--- src/design/rmc_pkg.sv ---
package rmc_pkg;

   localparam int unsigned WinDepth = 13;
   localparam int unsigned ShortAt = 5;
   localparam int unsigned ShortSpan = 8;
   localparam logic [3:0] ShortMinCount = 4'd7;
   localparam logic [3:0] LongMinCount = 4'd12;
   localparam logic [3:0] CountMax = 4'd15;

   // Index 0 is the oldest byte of the window.
   typedef logic [0:WinDepth-1][7:0] window_type;

   typedef enum logic [3:0] {
      METHOD_NONE     = 4'd0,
      METHOD_OPTION   = 4'd1,
      METHOD_DESCRIBE = 4'd2,
      METHOD_SETUP    = 4'd3,
      METHOD_PLAY     = 4'd4,
      METHOD_PAUSE    = 4'd5,
      METHOD_TEARDOWN = 4'd6,
      METHOD_GET_PARAM = 4'd7,
      METHOD_SET_PARAM = 4'd8
   } method_type;

   typedef struct packed {
      logic       found;
      method_type code;
   } result_type;

   localparam window_type KW_OPTION = '{8'h4f, 8'h50, 8'h54, 8'h49, 8'h4f, 8'h4e,
      8'h00, 8'h00, 8'h00, 8'h00, 8'h00, 8'h00, 8'h00};
   localparam window_type KW_DESCRIBE = '{8'h44, 8'h45, 8'h53, 8'h43, 8'h52, 8'h49,
      8'h42, 8'h45, 8'h00, 8'h00, 8'h00, 8'h00, 8'h00};
   localparam window_type KW_SETUP = '{8'h53, 8'h45, 8'h54, 8'h55, 8'h50,
      8'h00, 8'h00, 8'h00, 8'h00, 8'h00, 8'h00, 8'h00, 8'h00};
   localparam window_type KW_PLAY = '{8'h50, 8'h4c, 8'h41, 8'h59,
      8'h00, 8'h00, 8'h00, 8'h00, 8'h00, 8'h00, 8'h00, 8'h00, 8'h00};
   localparam window_type KW_PAUSE = '{8'h50, 8'h41, 8'h55, 8'h53, 8'h45,
      8'h00, 8'h00, 8'h00, 8'h00, 8'h00, 8'h00, 8'h00, 8'h00};
   localparam window_type KW_TEARDOWN = '{8'h54, 8'h45, 8'h41, 8'h52, 8'h44, 8'h4f,
      8'h57, 8'h4e, 8'h00, 8'h00, 8'h00, 8'h00, 8'h00};
   localparam window_type KW_GET_PARAM = '{8'h47, 8'h45, 8'h54, 8'h5f, 8'h50, 8'h41,
      8'h52, 8'h41, 8'h4d, 8'h45, 8'h54, 8'h45, 8'h52};
   localparam window_type KW_SET_PARAM = '{8'h53, 8'h45, 8'h54, 8'h5f, 8'h50, 8'h41,
      8'h52, 8'h41, 8'h4d, 8'h45, 8'h54, 8'h45, 8'h52};

   // Compares a short keyword against the newest eight bytes of the window.
   function automatic logic short_hit(window_type win, window_type kw, logic [3:0] len);
      logic hit;
      hit = 1'b1;
      for (int i = 0; i < ShortSpan; i++) begin
         if (4'(i) < len && win[ShortAt + i] != kw[i]) begin
            hit = 1'b0;
         end
      end
      return hit;
   endfunction

   // Compares a thirteen-byte keyword against the whole window.
   function automatic logic long_hit(window_type win, window_type kw);
      logic hit;
      hit = 1'b1;
      for (int i = 0; i < WinDepth; i++) begin
         if (win[i] != kw[i]) begin
            hit = 1'b0;
         end
      end
      return hit;
   endfunction

endpackage

--- src/design/rmc_cell.sv ---
module rmc_cell
   import rmc_pkg::*;
(
   input  logic       clock,
   input  logic       shift_en,
   input  logic [7:0] prev_byte,
   output logic [7:0] held_byte
);

   logic [7:0] hold_ff;
   logic [7:0] hold_in;

   always_comb begin
      hold_in = shift_en ? prev_byte : hold_ff;
   end

   always_ff @(posedge clock) begin
      hold_ff <= hold_in;
   end

   assign held_byte = hold_ff;

endmodule

--- src/design/rmc_tracker.sv ---
module rmc_tracker
   import rmc_pkg::*;
(
   input  logic       clock,
   input  logic       reset,
   input  logic       accept,
   input  logic       last,
   input  window_type win_next,
   output result_type result
);

   logic [3:0] count_ff;
   logic [3:0] count_in;
   logic       found_ff;
   logic       found_in;
   method_type code_ff;
   method_type code_in;
   method_type short_code;
   method_type long_code;
   method_type hit_code;

   always_comb begin
      short_code = METHOD_NONE;
      if (short_hit(win_next, KW_OPTION, 4'd6)) begin
         short_code = METHOD_OPTION;
      end else if (short_hit(win_next, KW_DESCRIBE, 4'd8)) begin
         short_code = METHOD_DESCRIBE;
      end else if (short_hit(win_next, KW_SETUP, 4'd5)) begin
         short_code = METHOD_SETUP;
      end else if (short_hit(win_next, KW_PLAY, 4'd4)) begin
         short_code = METHOD_PLAY;
      end else if (short_hit(win_next, KW_PAUSE, 4'd5)) begin
         short_code = METHOD_PAUSE;
      end else if (short_hit(win_next, KW_TEARDOWN, 4'd8)) begin
         short_code = METHOD_TEARDOWN;
      end

      long_code = METHOD_NONE;
      if (long_hit(win_next, KW_GET_PARAM)) begin
         long_code = METHOD_GET_PARAM;
      end else if (long_hit(win_next, KW_SET_PARAM)) begin
         long_code = METHOD_SET_PARAM;
      end

      // The count gates each test so that only bytes of this message take part.
      hit_code = METHOD_NONE;
      if (count_ff >= ShortMinCount && short_code != METHOD_NONE) begin
         hit_code = short_code;
      end else if (count_ff >= LongMinCount) begin
         hit_code = long_code;
      end

      found_in = found_ff;
      code_in  = code_ff;
      if (!found_ff && hit_code != METHOD_NONE) begin
         found_in = 1'b1;
         code_in  = hit_code;
      end

      result.found = found_in;
      result.code  = found_in ? code_in : METHOD_NONE;
   end

   always_ff @(posedge clock) begin
      if (reset) begin
         count_ff <= '0;
         found_ff <= 1'b0;
         code_ff  <= METHOD_NONE;
      end else if (accept) begin
         if (last) begin
            count_ff <= '0;
            found_ff <= 1'b0;
            code_ff  <= METHOD_NONE;
         end else begin
            count_ff <= count_in;
            found_ff <= found_in;
            code_ff  <= code_in;
         end
      end
   end

   always_comb begin
      count_in = (count_ff < CountMax) ? count_ff + 4'd1 : count_ff;
   end

endmodule

--- src/design/rtsp_method_classifier_top.sv ---
// RTSP method classifier.
// The message text enters one byte per transfer on the req_ channel
// (req_data_byte, with req_last_byte set on the final byte). Exactly one
// result leaves on the rsp_ channel for each message, in the cycle after its
// last byte is taken: rsp_method_code gives the method of the keyword that
// starts earliest in the message (0 when none), and rsp_found is set when a
// keyword was recognised. Bytes that are not last produce no result.
// Throughput is one byte per cycle while ready: a row of thirteen byte cells
// shifts on every transfer and all keyword compares are made on the shifted
// window in the same cycle, so the rate is set by that single compare stage.
// The result sits in an output register; a new byte is still taken while the
// receiver holds off, except when that register is full and not being
// emptied, in which case req_ready drops until rsp_ready returns.
// Reset clears the position count, the latched match and the output valid
// flag; after each last byte the block is ready for the next message with
// no gap, unless the unread result holds req_ready low.
module rtsp_method_classifier_top
   import rmc_pkg::*;
(
   input  logic       clock,
   input  logic       reset,
   input  logic       req_valid,
   output logic       req_ready,
   input  logic [7:0] req_data_byte,
   input  logic       req_last_byte,
   output logic       rsp_valid,
   input  logic       rsp_ready,
   output logic [3:0] rsp_method_code,
   output logic       rsp_found
);

   logic       accept;
   window_type win_cur;
   window_type win_next;
   result_type result;
   logic       rsp_valid_ff;
   logic       rsp_valid_in;
   result_type rsp_data_ff;

   assign req_ready = !rsp_valid_ff || rsp_ready;
   assign accept    = req_valid && req_ready;

   genvar g;
   generate
      for (g = 0; g < WinDepth; g++) begin : g_cell
         if (g == WinDepth - 1) begin : g_head
            rmc_cell u_cell (
               .clock     (clock),
               .shift_en  (accept),
               .prev_byte (req_data_byte),
               .held_byte (win_cur[g])
            );
         end else begin : g_body
            rmc_cell u_cell (
               .clock     (clock),
               .shift_en  (accept),
               .prev_byte (win_cur[g+1]),
               .held_byte (win_cur[g])
            );
         end
      end
   endgenerate

   always_comb begin
      for (int i = 0; i < WinDepth - 1; i++) begin
         win_next[i] = win_cur[i+1];
      end
      win_next[WinDepth-1] = req_data_byte;
   end

   rmc_tracker u_tracker (
      .clock    (clock),
      .reset    (reset),
      .accept   (accept),
      .last     (req_last_byte),
      .win_next (win_next),
      .result   (result)
   );

   always_comb begin
      rsp_valid_in = rsp_valid_ff;
      if (accept && req_last_byte) begin
         rsp_valid_in = 1'b1;
      end else if (rsp_ready) begin
         rsp_valid_in = 1'b0;
      end
   end

   always_ff @(posedge clock) begin
      if (reset) begin
         rsp_valid_ff <= 1'b0;
      end else begin
         rsp_valid_ff <= rsp_valid_in;
      end
   end

   always_ff @(posedge clock) begin
      if (accept && req_last_byte) begin
         rsp_data_ff <= result;
      end
   end

   assign rsp_valid       = rsp_valid_ff;
   assign rsp_method_code = rsp_data_ff.code;
   assign rsp_found       = rsp_data_ff.found;

   a_last_gives_result : assert property (@(posedge clock) disable iff (reset)
      (req_valid && req_ready && req_last_byte) |=> rsp_valid)
      else $error("last byte transfer did not produce a result");

   a_inner_no_result : assert property (@(posedge clock) disable iff (reset)
      (req_valid && req_ready && !req_last_byte) |=> !rsp_valid)
      else $error("result appeared for a byte that was not last");

   a_found_has_code : assert property (@(posedge clock) disable iff (reset)
      (rsp_valid && rsp_found) |-> (rsp_method_code != METHOD_NONE))
      else $error("found set with no method code");

   a_none_has_no_code : assert property (@(posedge clock) disable iff (reset)
      (rsp_valid && !rsp_found) |-> (rsp_method_code == METHOD_NONE))
      else $error("method code given without a match");

endmodule
--- config.mk ---
export PLATFORM = sky130hd
export DESIGN_NAME = rtsp_method_classifier_top
export DESIGN_NICKNAME = d
export VERILOG_FILES = /design/src/design/rmc_pkg.sv /design/src/design/rmc_cell.sv /design/src/design/rmc_tracker.sv /design/src/design/rtsp_method_classifier_top.sv
export SDC_FILE = /design/constraint.sdc
export NUM_CORES = 1
export LEC_CHECK = 0
export BUFFER_PORTS_ARGS = -buffer_cell sky130_fd_sc_hd__buf_4
export CORE_ASPECT_RATIO = 0.75
export CORE_MARGIN = 2
export CORE_UTILIZATION = 60
export CTS_BUF_LIST = sky130_fd_sc_hd__clkbuf_4 sky130_fd_sc_hd__clkbuf_8 sky130_fd_sc_hd__clkbuf_16
export CTS_CLUSTER_SIZE = 10
export DETAILED_ROUTE_END_ITERATION = 12
export GPL_ROUTABILITY_DRIVEN = 0
export PLACE_DENSITY = 0.81
export SLEW_MARGIN = 10
export SYNTH_ARGS = -nofsm -noshare
export SYNTH_HDL_FRONTEND = slang
export SYNTH_SLANG_ARGS = --single-unit
--- constraint.sdc ---
create_clock -name clock -period 7.7 [get_ports clock]
set_input_delay 1.54 -clock clock [delete_from_list [all_inputs] [get_ports clock]]
set_output_delay 1.54 -clock clock [all_outputs]
set_load 0.01 [all_outputs]
==> run_results.csv <==
group,metric,value,unit
outcome,status,"finished clean",
detailed_routing,avgRoutedWirePerCell,21.34,um
clocking,cts_resized,0,
place,place_area,4762,sq um
timing,hold_viol,0,
timing,maxSlewViolCount,0,
synthesis,synth_area_leaders,"edfxtp_1 67%, dfxtp_1 4.5%, nor4b_1 3.1%",
clocking,cts_buffers,9,
clocking,post_cts.repair.setup_buffers,0,
timing,tightestPinTransition,1.146,ns
die,die-area,8208,sq um
synthesis,yosysTopAreaCell,"edfxtp_1",
worst_setup_path,cp.required,7.99,ns
detailed_routing,drc,0,
synthesis,syn-num-nets,307,
synthesis,netlist.area_leader.share,67.46,%
synthesis,synth.top_cells.by_count,"101 x edfxtp_1, 16 x nor4b_1, 14 x nand2_1",
cells_and_area,fin_nets,336,
timing,max_freq,283.4,MHz
cells_and_area,layout-drive-gt1-share,15.60,%
detailed_routing,wl_met3,898,um
synthesis,synthCells,293,
global_routing,grt_pass1_vias,2641,
cells_and_area,area_growth,9.741,%
detailed_routing,drt_first_pass_iters,8,
power,p_total,0.001089,W
worst_setup_path,cp_top_family,"buffers and inverters",
detailed_routing,drt_iter0_drc,477,
timing,post-route-period-util,45.83,%
die,rows,27,
job,cap_viol_max_count,0,
timing,fin_setup_tns,0,ns
worst_setup_path,path_class,"in2reg",
detailed_routing,top_layer_used,"met5",
detailed_routing,vias,2832,
die,die_y,78.97,um
global_routing,grt_max_degree,94,
synthesis,ys_ff_latch,111,
die,die_w,104.0,um
worst_setup_path,crit_arrival,3.82,ns
synthesis,synth-edff-count,101,
place,dp_cells,412,
synthesis,synthFlopType,"edfxtp_1",
synthesis,avgSynthCellArea,15.34,sq um
detailed_routing,route.met2.wl,4155,um
cells_and_area,stdcell_count,428,
detailed_routing,drtAntennaViolNets,0,
clocking,hold_buffers,0,
die,start_util,61.61,%
synthesis,synth_cell_types,50,
timing,layout_min_cycle_time,3.529,ns
timing,setup_viol,0,
power,power_density,220.7,nW/um^2
clocking,cts_sinks,111,
power,ir_worst_vdd,200.8,uV
worst_setup_path,critical-path-max-stage-delay,0.85,ns
power,p_leak,1.622,nW
place,place_hpwl,6310,um
clocking,clk_latency,0.39,ns
die,io_pins,20,
clocking,clk_pin_slew,0.10,ns
synthesis,yosysMostFrequentCell,"edfxtp_1",
detailed_routing,wl_met1,3860,um
global_routing,grt_use_total,23.95,%
worst_setup_path,cp_cell_sequence,"buf_4, nand2b_1, nand2_1, clkinv_2, buf_4, nand2_1, inv_1, a21oi_1, a31o_2",
clocking,clk_path_buf_depth,2,
min_path,hold_class,"reg2reg",
worst_setup_path,cp_slowest_cell,"buf_4",
die,core_area,7297,sq um
worst_setup_path,cp.buffers_inverters,4,
clocking,cts_tree,"done",
timing,hold_slack,0.4519,ns
timing,finClkSkew,0.006872,ns
global_routing,grt_pass1_wl,14460,um
clocking,htree_num_levels,3,
synthesis,ys_seq_area_share,71.92,%
timing,relSlewSlack,23.60,%
global_routing,grt_overflow,0,
worst_setup_path,worst-path-max-fanout,93,
worst_setup_path,end_kind,"flip-flop",
synthesis,async_flop_share,0,%
timing,rsz0062_at_grt,"no",
cells_and_area,diodes,0,
place,port_buffers,19,
detailed_routing,wl,9133,um
synthesis,ys_warn_count,0,
global_routing,antenna_found_initial,0,
clocking,cts-root-buf,"clkbuf_8",
cells_and_area,stdcell_area,4933,sq um
worst_setup_path,setup.worst_path.start_class,"primary input",
synthesis,synth_area,4496,sq um
detailed_routing,drt-vias-per-instance,6.617,
[path summary, 6_finish.rpt]
check                                   startpoint                                     to  slack, ns  cells past startpoint
max                                      rsp_ready                   u_tracker.code_ff[2]       4.17                      9
min          g_cell[11].g_body.u_cell.held_byte[6]  g_cell[10].g_body.u_cell.held_byte[6]       0.45                      0
max reg2reg  g_cell[12].g_head.u_cell.held_byte[5]                   u_tracker.code_ff[2]       4.83                      8
min reg2reg  g_cell[11].g_body.u_cell.held_byte[6]  g_cell[10].g_body.u_cell.held_byte[6]       0.45                      0
[report_power, final]
group          switching [W]  internal (W)  leakage, nW
combinational      0.0000273     0.0000184        0.469
sequential         0.0000295      0.000700         1.06
clock               0.000196      0.000118       0.0891
[metal layers]
| layer | up-vias | GRT usage [%] |
|---|---|---|
| met1 | 1379 | 34.15 |
| met3 | 24 | 7.307 |
| met5 | - | 0 |
| met2 | 162 | 35.46 |
| met4 | 2 | 8.378 |
| li1 | 1265 | - |
[registers in the layout, indices dropped and copies added (netlist names)]
| name | cells |
|---|---|
| u_tracker.found_ff | 1 |
| rsp_method_code | 4 |
| u_tracker.code_ff | 4 |
| g_cell.g_body.u_cell.held_byte | 88 |
| rsp_found | 1 |
| rsp_valid | 1 |
| u_tracker.count_ff | 4 |
| g_cell.g_head.u_cell.held_byte | 8 |
[worst reg2reg max path: cells and delay by family (launching register included)]
kind,cells,cell delay [ns]
simple gates,5,1.87
compound gates,3,0.48
flops,1,0.42
[stage by stage]
stage	worst slack, ns	util (%)
finish	4.171	67.61
global route	3.913	67.61
CTS	4.163	67.61
detailed placement	3.726	65.26
global placement	3.828	65.26
floorplan	2.850	-
[placed cells by master, fill, tap and decap left out, types with 4 or more instances in the layout]
master	netlist	layout
edfxtp_1	101	101
nor4bb_1	12	12
nand4_1	13	13
a21oi_1	9	9
and3_1	4	4
nand3_1	8	8
or4_1	6	6
nor3b_1	6	6
inv_1	6	5
nand2b_1	5	5
dfxtp_1	10	10
nor4b_1	16	16
nand2_1	14	14
nor2_1	13	13
nor3_1	7	7
nand4b_1	4	4
clkbuf_8	0	9
nand3b_1	6	6
buf_4	1	20
nor4_1	9	9
[logic make-up after synthesis]
group / Yosys count / synth area share [%]
AO/OA/AOI/OAI: 25 / 3.813
AND/OR/NAND/NOR: 145 / 22.52
buffers and inverters: 8 / 0.7514
adder cells (fa/ha/maj): 1 / 0.2783
flip-flops: 111 / 71.92
multiplexers: 3 / 0.7236
[final cells by class]
class	count	area (sq um)
multi-input cells	174	1229
clock buffers	9	123.9
fillers	514	2364
well taps	101	126.4
clock inverters	7	47.55
flip-flops and latches	111	3233
inverters	6	23.77
repair buffers	20	150.1
Note: power is estimated with default switching activity, not from simulation.
